--- config.mk ---
export PLATFORM = sky130hd
export DESIGN_NAME = mfvn_div
export DESIGN_NICKNAME = d
export VERILOG_FILES = /design/src/rtl/mfvn_pkg.sv /design/src/rtl/mfvn_div.sv
export SDC_FILE = /design/constraint.sdc
export NUM_CORES = 1
export LEC_CHECK = 0
export BUFFER_PORTS_ARGS = -buffer_cell sky130_fd_sc_hd__buf_4
export CAP_MARGIN = 10
export CORE_UTILIZATION = 51
export CTS_CLUSTER_SIZE = 10
export DETAILED_ROUTE_END_ITERATION = 10
export GPL_ROUTABILITY_DRIVEN = 0
export GPL_TIMING_DRIVEN = 0
export HOLD_SLACK_MARGIN = 0.15
export MAX_ROUTING_LAYER = met4
export PLACE_DENSITY = 0.73
export SETUP_SLACK_MARGIN = 0.5
export SYNTH_ARGS = -nofsm -noshare
export SYNTH_HDL_FRONTEND = slang
export SYNTH_SLANG_ARGS = --single-unit
--- constraint.sdc ---
create_clock -name clk -period 4.2 [get_ports clk]
set_input_delay 1.26 -clock clk [delete_from_list [all_inputs] [get_ports clk]]
set_output_delay 1.26 -clock clk [all_outputs]
set_load 0.02 [all_outputs]
--- src/rtl/mfvn_pkg.sv ---
`default_nettype none
package mfvn_pkg;

  localparam int MAX_VERTICES_DEF    = 1024;
  localparam int COORD_FRAC_BITS_DEF = 12;
  localparam int IDX_W   = 10;
  localparam int COORD_W = 24;
  localparam int NORM_W  = 16;
  localparam int Q_W     = 15;
  localparam int ROOT_W  = 32;
  localparam int RAD_W   = 64;
  localparam int MAG_W   = 31;

  // floor(x / 3) == (x * RECIP3) >> RECIP3_SHIFT for x < 2^27
  localparam logic [25:0] RECIP3       = 26'd44739243;
  localparam int          RECIP3_SHIFT = 27;

  localparam logic [1:0] MODE_LOAD  = 2'd0;
  localparam logic [1:0] MODE_TRI   = 2'd1;
  localparam logic [1:0] MODE_VREAD = 2'd2;

  typedef struct packed {
    logic [1:0]               mode;
    logic [IDX_W-1:0]         vertex_index;
    logic signed [COORD_W-1:0] pos_x;
    logic signed [COORD_W-1:0] pos_y;
    logic signed [COORD_W-1:0] pos_z;
    logic [IDX_W-1:0]         corner_first;
    logic [IDX_W-1:0]         corner_second;
    logic [IDX_W-1:0]         corner_third;
  } in_item_t;

  typedef struct packed {
    logic signed [NORM_W-1:0]  normal_x;
    logic signed [NORM_W-1:0]  normal_y;
    logic signed [NORM_W-1:0]  normal_z;
    logic signed [COORD_W-1:0] anchor_x;
    logic signed [COORD_W-1:0] anchor_y;
    logic signed [COORD_W-1:0] anchor_z;
    logic signed [COORD_W-1:0] tip_x;
    logic signed [COORD_W-1:0] tip_y;
    logic signed [COORD_W-1:0] tip_z;
    logic                      degenerate;
  } out_item_t;

  typedef struct packed {
    logic             start;
    logic [RAD_W-1:0] radicand;
  } sqrt_req_t;

  typedef struct packed {
    logic              done;
    logic [ROOT_W-1:0] root;
  } sqrt_rsp_t;

  typedef struct packed {
    logic              start;
    logic [MAG_W-1:0]  num;
    logic [ROOT_W-1:0] den;
  } div_req_t;

  typedef struct packed {
    logic           done;
    logic [Q_W-1:0] quot;
  } div_rsp_t;

  function automatic logic signed [COORD_W-1:0] sat24(input logic signed [25:0] v);
    logic signed [COORD_W-1:0] r;
    if (v > 26'sd8388607) begin
      r = 24'sh7FFFFF;
    end else if (v < -26'sd8388608) begin
      r = 24'sh800000;
    end else begin
      r = v[COORD_W-1:0];
    end
    return r;
  endfunction

endpackage
`default_nettype wire

--- src/rtl/mfvn_div.sv ---
`default_nettype none
// restoring divide, one quotient bit per cycle; requires num <= den
module mfvn_div (
  input  logic               clk,
  input  logic               rst_n,
  input  mfvn_pkg::div_req_t req,
  output mfvn_pkg::div_rsp_t rsp
);

  localparam int QW = mfvn_pkg::Q_W;
  localparam int DW = mfvn_pkg::ROOT_W;
  localparam int CW = $clog2(QW);

  logic          busy_r;
  logic          done_r;
  logic [CW-1:0] cnt_r;
  logic [DW+1:0] rem_r;
  logic [DW-1:0] den_r;
  logic [QW-1:0] quot_r;
  logic          ge;
  logic [DW+1:0] rem_nxt;

  always_comb begin
    ge      = (rem_r >= {2'b00, den_r});
    rem_nxt = ge ? (rem_r - {2'b00, den_r}) : rem_r;
  end

  always_ff @(posedge clk) begin
    if (!rst_n) begin
      busy_r <= 1'b0;
      done_r <= 1'b0;
      cnt_r  <= '0;
    end else begin
      done_r <= 1'b0;
      if (req.start) begin
        busy_r <= 1'b1;
        cnt_r  <= '0;
      end else if (busy_r) begin
        cnt_r <= cnt_r + 1'b1;
        if (cnt_r == CW'(QW - 1)) begin
          busy_r <= 1'b0;
          done_r <= 1'b1;
        end
      end
    end
  end

  always_ff @(posedge clk) begin
    if (req.start) begin
      rem_r  <= (DW+2)'(req.num);
      den_r  <= req.den;
      quot_r <= '0;
    end else if (busy_r) begin
      rem_r  <= {rem_nxt[DW:0], 1'b0};
      quot_r <= {quot_r[QW-2:0], ge};
    end
  end

  assign rsp.done = done_r;
  assign rsp.quot = quot_r;

endmodule
`default_nettype wire

==> flow_metrics.tcl <==
set metrics [dict create \
    status "finished clean" \
    critical_path_class "register to register" \
    holdWs_ns 0.505 \
    port_buffers 81 \
    p_total_uw 3000 \
    die-area_um2 11000 \
    grt_pass1_wl_mm 21.5 \
    finalSetupViolations 0 \
    cts_tree "built" \
    antenna_found_initial 0 \
    ios 82 \
    p_clk_frac 0.198 \
    core_area_um2 10300 \
    synth_ff_type "edfxtp_1" \
    post_cts_buffers 0 \
    cts_hold_buf 0 \
    track_usage 0.261 \
    async_reset_ff_frac 0 \
    die_w_um 105 \
    nets 758 \
    syn_nets 664 \
    drc 0 \
    worstPathArrival_ns 3.71 \
    required_ns 4.41 \
    drt_iter0_drc 279 \
    hold_path_class "register to register" \
    ctsRootBufferMaster "clkbuf_8" \
    tightest_slew_ns 0.644 \
    clockBufferDepth 2 \
    path_clk_slew_ns 0.09 \
    grt_overflow 0 \
    skew_ns 0.00982 \
    fin_crit_ns 3.50 \
    insertedDiodeCount 0 \
    syn_avg_cell_area_um2 9.57 \
    cts_resized 0 \
    fin_util 0.623 \
    p_sw_uw 1180 \
    cp-end-kind "register" \
    intPower_uw 1820 \
    report.final.slew_viol_count 0 \
    worstHoldStart "cnt_r[3]" \
    route.vias.total 4600 \
    synth_area_um2 5390 \
    yosys.cell_types.count 68 \
    yosysTopAreaCell "edfxtp_1" \
    power_leakage_uw 0.00275 \
    num_rows 37 \
    r2r_start "rem_r[0]" \
    grt_max_degree 36 \
    hold_viol 0 \
    irDropWorstVdd_uv 306 \
    clk_latency_ns 0.40 \
    path_max_fanout 10 \
    yosysTopAreaCellShare 0.351 \
    synth_edf_count 63 \
    sw_frac_of_total 0.392 \
    pwr-share-comb 0.434 \
    drive_gt1_frac 0.189 \
    power_density_nw_per_um2 469 \
    maxCapViolCount 0 \
    relSlewSlack 0.571 \
    yosys_warnings 0 \
    dr.pass1.iters 5 \
    syn2layout_area_growth_pct 18.9 \
    grt_pass1_vias 4497 \
    netlist_top_cells_count "nand2_1, nor2_1, edfxtp_1, inv_1, a21oi_1" \
    synth-seq-cells 87 \
    syn_inst 563 \
    pwr-share-seq 0.367 \
    die_y_um 105 \
    post_drt_wl_per_cell_um 16.8 \
    rsz0062_at_grt "no" \
    fmax_ghz 0.286 \
    start_util 0.524 \
    placed_cells 782 \
    cts.sinks 87 \
    hpwl_mm 9.95 \
    drt.antenna.violating_nets 0 \
    ys_seq_area_frac 0.440 \
    crit_start "rem_r[0]" \
    critPathLaunchType "register" \
    layout.cells.non_filler 798 \
    netlist_top_cells_area "edfxtp_1, dfxtp_1, ha_1" \
    cts_inserted_buffers 9 \
    htreeDepth 3 \
    totalWireLength_mm 13.4 \
    routed_via_density 5.76 \
    fin_crit_sh 0.832 \
]
## power by group through the flow
stage,clock (uW),sequential [uW],combinational (uW)
floorplan,0,1100,971
detailed placement,0,1120,1270
finish,595,1100,1300
CTS,604,1100,1280
global route,634,1120,1430
global placement,0,1120,1230
## metal layers
layer | routed length [um] | up-vias | part of all wire | track usage
met2 | 6640 | 165 | 0.50 | 0.437
li1 | - | 2217 | - | -
met3 | 884 | 24 | 0.066 | 0.0680
met1 | 5610 | 2194 | 0.42 | 0.305
met4 | 262 | 0 | 0.020 | 0.0895
met5 | 0 | - | 0 | -
## worst paths after layout
path         depth (start not counted)  slack [ns]         to
min                                  2        0.50     done_r
min reg2reg                          2        0.50     done_r
max reg2reg                         14        0.70  rem_r[30]
max                                 14        0.70  rem_r[30]
## cells by family after synthesis
kind of cell    Yosys count  share of synthesized area
flops                    87                      0.440
xor+xnor                 29                     0.0472
simple gates            180                      0.147
compound gates          141                      0.190
mux                      20                     0.0374
buf+inv                  71                     0.0546
fa+ha+maj                35                     0.0827
## registers in the layout (all words and copies together), names as in the netlist
name	cells
quot_r	15
done_r	1
cnt_r	4
busy_r	1
rem_r	34
den_r	32
## cell usage in the layout (no fill, tap or decap), types with 3 or more instances in the layout
cell      count
buf_4        84
a31oi_1      22
clkbuf_8      9
clkbuf_1     13
and2_1        3
a211oi_1      4
nand4_1       9
dfxtp_1      24
a221o_1       5
a21o_1       11
o21ai_0      20
nand3_1      11
edfxtp_1     63
o31ai_1       5
nor2_1       64
nand2_1      63
ha_1         34
and3_1        6
nor3_1       10
a21oi_1      36
xor2_1       11
o21bai_1      5
inv_1        50
o21a_1        3
mux2i_1      19
xnor2_1      18
nor2b_1       4
a211oi_2      3
## final cells by class
class	count	area [um^2]
plain buffers	20	103
clock buffers	9	124
clock inverters	7	73.8
fillers	908	3870
inverters	51	191
multi-input cells	405	2730
flip-flops and latches	87	2370
well taps	136	170
repair buffers	83	638
## critical path, cell delays in order (launching register included)
cell and delay [ns]:
edfxtp_1 0.36, inv_1 0.08, ha_1 0.18, inv_1 0.06
fa_1 0.44, a21oi_2 0.26, o2111ai_4 0.21, a211oi_4 0.37
o21ai_4 0.13, o21bai_4 0.27, o31a_4 0.24, buf_6 0.17
buf_4 0.21, nand2_1 0.07, a31oi_1 0.25
## per-stage QoR
stage / area [um^2] / worst slack (ns) / setup TNS (ns)
global route: 6400 / 0.525 / 0
CTS: 6390 / 0.550 / 0
global placement: 6160 / -0.153 / -4.69
floorplan: 5390 / 1.21 / 0
finish: 6400 / 0.704 / 0
detailed placement: 6190 / 0.152 / 0
Power figures use the tool's default switching activity.
