File: src/rtl/mfvn_pkg.sv
`default_nettype none
package mfvn_pkg;

  localparam int MAX_VERTICES_DEF    = 1024;
  localparam int COORD_FRAC_BITS_DEF = 12;
  localparam int IDX_W   = 10;
  localparam int COORD_W = 24;
  localparam int NORM_W  = 16;
  localparam int Q_W     = 15;
  localparam int ROOT_W  = 32;
  localparam int RAD_W   = 64;
  localparam int MAG_W   = 31;

  // floor(x / 3) == (x * RECIP3) >> RECIP3_SHIFT for x < 2^27
  localparam logic [25:0] RECIP3       = 26'd44739243;
  localparam int          RECIP3_SHIFT = 27;

  localparam logic [1:0] MODE_LOAD  = 2'd0;
  localparam logic [1:0] MODE_TRI   = 2'd1;
  localparam logic [1:0] MODE_VREAD = 2'd2;

  typedef struct packed {
    logic [1:0]               mode;
    logic [IDX_W-1:0]         vertex_index;
    logic signed [COORD_W-1:0] pos_x;
    logic signed [COORD_W-1:0] pos_y;
    logic signed [COORD_W-1:0] pos_z;
    logic [IDX_W-1:0]         corner_first;
    logic [IDX_W-1:0]         corner_second;
    logic [IDX_W-1:0]         corner_third;
  } in_item_t;

  typedef struct packed {
    logic signed [NORM_W-1:0]  normal_x;
    logic signed [NORM_W-1:0]  normal_y;
    logic signed [NORM_W-1:0]  normal_z;
    logic signed [COORD_W-1:0] anchor_x;
    logic signed [COORD_W-1:0] anchor_y;
    logic signed [COORD_W-1:0] anchor_z;
    logic signed [COORD_W-1:0] tip_x;
    logic signed [COORD_W-1:0] tip_y;
    logic signed [COORD_W-1:0] tip_z;
    logic                      degenerate;
  } out_item_t;

  typedef struct packed {
    logic             start;
    logic [RAD_W-1:0] radicand;
  } sqrt_req_t;

  typedef struct packed {
    logic              done;
    logic [ROOT_W-1:0] root;
  } sqrt_rsp_t;

  typedef struct packed {
    logic              start;
    logic [MAG_W-1:0]  num;
    logic [ROOT_W-1:0] den;
  } div_req_t;

  typedef struct packed {
    logic           done;
    logic [Q_W-1:0] quot;
  } div_rsp_t;

  function automatic logic signed [COORD_W-1:0] sat24(input logic signed [25:0] v);
    logic signed [COORD_W-1:0] r;
    if (v > 26'sd8388607) begin
      r = 24'sh7FFFFF;
    end else if (v < -26'sd8388608) begin
      r = 24'sh800000;
    end else begin
      r = v[COORD_W-1:0];
    end
    return r;
  endfunction

endpackage
`default_nettype wire

File: src/rtl/mfvn_isqrt.sv
`default_nettype none
// one result bit per cycle
module mfvn_isqrt (
  input  logic                clk,
  input  logic                rst_n,
  input  mfvn_pkg::sqrt_req_t req,
  output mfvn_pkg::sqrt_rsp_t rsp
);

  localparam int RW = mfvn_pkg::ROOT_W;
  localparam int CW = $clog2(RW);

  logic              busy_r;
  logic              done_r;
  logic [CW-1:0]     cnt_r;
  logic [mfvn_pkg::RAD_W-1:0] rad_r;
  logic [RW+2:0]     rem_r;
  logic [RW-1:0]     root_r;
  logic [RW+2:0]     rem_sh;
  logic [RW+2:0]     trial;
  logic              ge;

  assign rem_sh = {rem_r[RW:0], rad_r[mfvn_pkg::RAD_W-1 -: 2]};
  assign trial  = {1'b0, root_r, 2'b01};
  assign ge     = (rem_sh >= trial);

  always_ff @(posedge clk) begin
    if (!rst_n) begin
      busy_r <= 1'b0;
      done_r <= 1'b0;
      cnt_r  <= '0;
    end else begin
      done_r <= 1'b0;
      if (req.start) begin
        busy_r <= 1'b1;
        cnt_r  <= '0;
      end else if (busy_r) begin
        cnt_r <= cnt_r + 1'b1;
        if (cnt_r == CW'(RW - 1)) begin
          busy_r <= 1'b0;
          done_r <= 1'b1;
        end
      end
    end
  end

  always_ff @(posedge clk) begin
    if (req.start) begin
      rad_r  <= req.radicand;
      rem_r  <= '0;
      root_r <= '0;
    end else if (busy_r) begin
      rad_r  <= {rad_r[mfvn_pkg::RAD_W-3:0], 2'b00};
      rem_r  <= ge ? (rem_sh - trial) : rem_sh;
      root_r <= {root_r[RW-2:0], ge};
    end
  end

  assign rsp.done = done_r;
  assign rsp.root = root_r;

endmodule
`default_nettype wire

File: config.mk
export PLATFORM = sky130hd
export DESIGN_NAME = mfvn_isqrt
export DESIGN_NICKNAME = d
export VERILOG_FILES = /design/src/rtl/mfvn_pkg.sv /design/src/rtl/mfvn_isqrt.sv
export SDC_FILE = /design/constraint.sdc
export NUM_CORES = 1
export LEC_CHECK = 0
export BUFFER_PORTS_ARGS = -buffer_cell sky130_fd_sc_hd__buf_2
export CORE_ASPECT_RATIO = 2
export CORE_MARGIN = 8
export CORE_UTILIZATION = 43
export CTS_CLUSTER_DIAMETER = 40
export DETAILED_ROUTE_END_ITERATION = 6
export SLEW_MARGIN = 20
export SYNTH_ARGS = -nofsm -noshare
export SYNTH_HDL_FRONTEND = slang
export SYNTH_SLANG_ARGS = --single-unit
File: constraint.sdc
create_clock -name clk -period 6.4 [get_ports clk]
set_input_delay 0.32 -clock clk [delete_from_list [all_inputs] [get_ports clk]]
set_output_delay 0.32 -clock clk [all_outputs]
set_load 0.03 [all_outputs]
==> impl_metrics.env <==
export IMPL_status="completed"
export IMPL_register_area_sq_um=3370
export IMPL_crit_chain="inv_1 -> ha_1 -> or3_1 -> o22ai_2 -> o31a_1 -> o211ai_2 -> nand3_1 -> nor3b_4 -> buf_8 -> buf_4 -> mux2i_1 -> a211oi_1"
export IMPL_grt_usage=0.167
export IMPL_crit_family="simple AND/OR/NAND/NOR gates"
export IMPL_syn_inst=739
export IMPL_layout_commonest_cell="nor2_1"
export IMPL_drtAntennaViolNets=0
export IMPL_multi_input_area_sq_um=3790
export IMPL_synth_main_ff_cell="dfxtp_1"
export IMPL_root_buffer="clkbuf_16"
export IMPL_ff2ff_setup_slack_ns=2.79
export IMPL_post_cts_buffers=0
export IMPL_drt_pass1_iter_count=4
export IMPL_finalSetupTns_ns=0
export IMPL_max_freq_mhz=277
export IMPL_clock_latency_ns=0.42
export IMPL_synth_cell_types=64
export IMPL_p_per_area_nw_per_um2=336
export IMPL_synth_area_sq_um=7500
export IMPL_finClkSkew_ns=0.00829
export IMPL_drv_slew=0
export IMPL_rr_startpoint="root_r[2]$_SDFFE_PP0P_"
export IMPL_grt_pass1_vias=6021
export IMPL_dp_cells=1011
export IMPL_n_fill_cell=1637
export IMPL_overflow=0
export IMPL_drt_initial_drc_count=252
export IMPL_ys_warnings_count=0
export IMPL_place_hpwl_um=13000
export IMPL_cts_buffer_depth=2
export IMPL_place_ws_ns=2.81
export IMPL_slew_headroom=0.417
export IMPL_ys_async_sr_fraction=0
export IMPL_routed_wl_um=17800
export IMPL_start_util=0.437
export IMPL_cts_buffers=17
export IMPL_synth_edf_count=64
export IMPL_worst_pin_slew_ns=0.874
export IMPL_grt_max_degree=78
export IMPL_worstPathRequired_ns=6.71
export IMPL_cts_resized=0
export IMPL_grt_pass1_wl_um=29400
export IMPL_die_w_um=109
export IMPL_vias=5708
export IMPL_critPathBufInv=3
export IMPL_wl_per_cell_um=17.1
export IMPL_finalCriticalPeriod_ns=3.61
export IMPL_rsz0062_at_grt="no"
export IMPL_synth_top_area_cell="edfxtp_1"
export IMPL_syn_nets=842
export IMPL_cp_arrival_ns=3.92
export IMPL_final_cell_mix="101 x nor2_1, 98 x buf_2, 71 x dfxtp_1"
export IMPL_synthTopCellsByArea="edfxtp_1 26%, dfxtp_1 19%, mux2_2 9.3%, mux2i_1 6.1%, ha_1 6.0%"
export IMPL_gp_congestion=0.900
export IMPL_critical_path_max_stage_delay_ns=0.61
export IMPL_nets=923
export IMPL_antenna_found_initial=0
export IMPL_crit_slowest_cell="nor3b_4"
export IMPL_path_clk_slew_ns=0.06
export IMPL_cp_max_fo=25
export IMPL_hold_viol=0
export IMPL_p_leak_nw=3.52
export IMPL_netlist_area_leader_share=0.256
export IMPL_peakVddDrop_uv=187
export IMPL_max_cap_violations=0
export IMPL_die_area_sq_um=22200
export IMPL_critPathLaunch="root_r[2]$_SDFFE_PP0P_"
export IMPL_rows=68
export IMPL_coreArea_sq_um=17200
export IMPL_hp_start="rst_n"
export IMPL_cts_tree="built"
export IMPL_setup_worst_path_class="flip-flop to flip-flop"
export IMPL_vias_per_cell=5.47
export IMPL_seq_area_frac_synth=0.448
export IMPL_port_buffers=99
export IMPL_setup_violations=0
export IMPL_syn_avg_cell_area_sq_um=10.2
export IMPL_cts_hold_buf=0
export IMPL_hold_path_class="primary input to flip-flop"
export IMPL_cts_sinks=136
export IMPL_drcViolationCount=0
export IMPL_fin_ws_ns=2.79
export IMPL_fin_cells=1043
export IMPL_layout_drive_gt1_share=0.256
export IMPL_syn_to_final_growth_pct=15.6
export IMPL_die_y_um=203
export IMPL_finalCritPeriodShare=0.564
export IMPL_htreeDepth=4
export IMPL_top_level_ports=100
export IMPL_start_kind="flip-flop"
export IMPL_antennaDiodeCount=0
export IMPL_yosys_register_bits=136
export IMPL_cp_end_kind="flip-flop"
[power by group]
group	leakage, nW	switching, W	total, W	internal, W
sequential	1.23	0.0000494	0.00105	0.000998
clock	0.261	0.000393	0.000928	0.000535
combinational	2.03	0.000533	0.000942	0.000410
[cell usage after synthesis, types with 20 or more instances]
cell / instances
xnor2_1: 20
edfxtp_1: 64
inv_1: 43
clkbuf_1: 23
dfxtp_1: 72
nor2_1: 101
ha_1: 36
a211oi_1: 30
a21oi_1: 57
mux2i_1: 46
nand2_1: 26
mux2_2: 62
[final cells by class]
cell class | instances | area share
Sequential cell | 136 | 0.388
Multi-Input combinational cell | 518 | 0.437
Timing Repair Buffer | 104 | 0.0626
Clock buffer | 18 | 0.0495
Clock inverter | 14 | 0.0143
Inverter | 43 | 0.0186
Tap cell | 210 | 0.0303
[state kept, by name (all words and copies together), names as in the netlist]
signal  flops
cnt_r       5
done_r      1
rem_r      33
rad_r      64
root_r     32
busy_r      1
[per-layer routing]
layer,GRT usage,share of wire,vias up
li1,-,-,2833
met1,0.158,0.36,2695
met2,0.311,0.56,135
met3,0.0467,0.049,45
met4,0.0864,0.035,0
met5,0,0,-
[logic make-up after synthesis]
logic type | after synthesis | share of synthesized area
fa+ha+maj | 36 | 0.0600
mux | 108 | 0.154
compound gates | 155 | 0.138
xor+xnor | 30 | 0.0350
flops | 136 | 0.448
simple gates | 189 | 0.117
buf+inv | 85 | 0.0478
[path summary, 6_finish.rpt]
kind,depth (start not counted),to
max,12,rem_r[17]$_SDFFE_PP0P_
min,2,busy_r$_SDFF_PN0_
max reg2reg,12,rem_r[17]$_SDFFE_PP0P_
min reg2reg,2,rem_r[6]$_SDFFE_PP0P_
[worst register-to-register path, stage by stage, from the launching register on]
cell and delay, ns:
dfxtp_1 0.37, inv_1 0.06, ha_1 0.24, or3_1 0.40, o22ai_2 0.24, o31a_1 0.30
o211ai_2 0.15, nand3_1 0.12, nor3b_4 0.61, buf_8 0.25, buf_4 0.33, mux2i_1 0.15
a211oi_1 0.29
[through the flow]
step	area (sq um)	util	hold WS [ns]	total power, W
3_3_place_gp	8110	0.472	0.480	0.00197
2_1_floorplan	7500	-	0.438	0.00179
4_1_cts	8680	0.505	0.0928	0.00294
6_report	8680	0.505	0.114	0.00292
5_1_grt	8680	0.505	0.111	0.00308
3_5_place_dp	8120	0.473	0.500	0.00200
(Power assumes the default switching activity.)
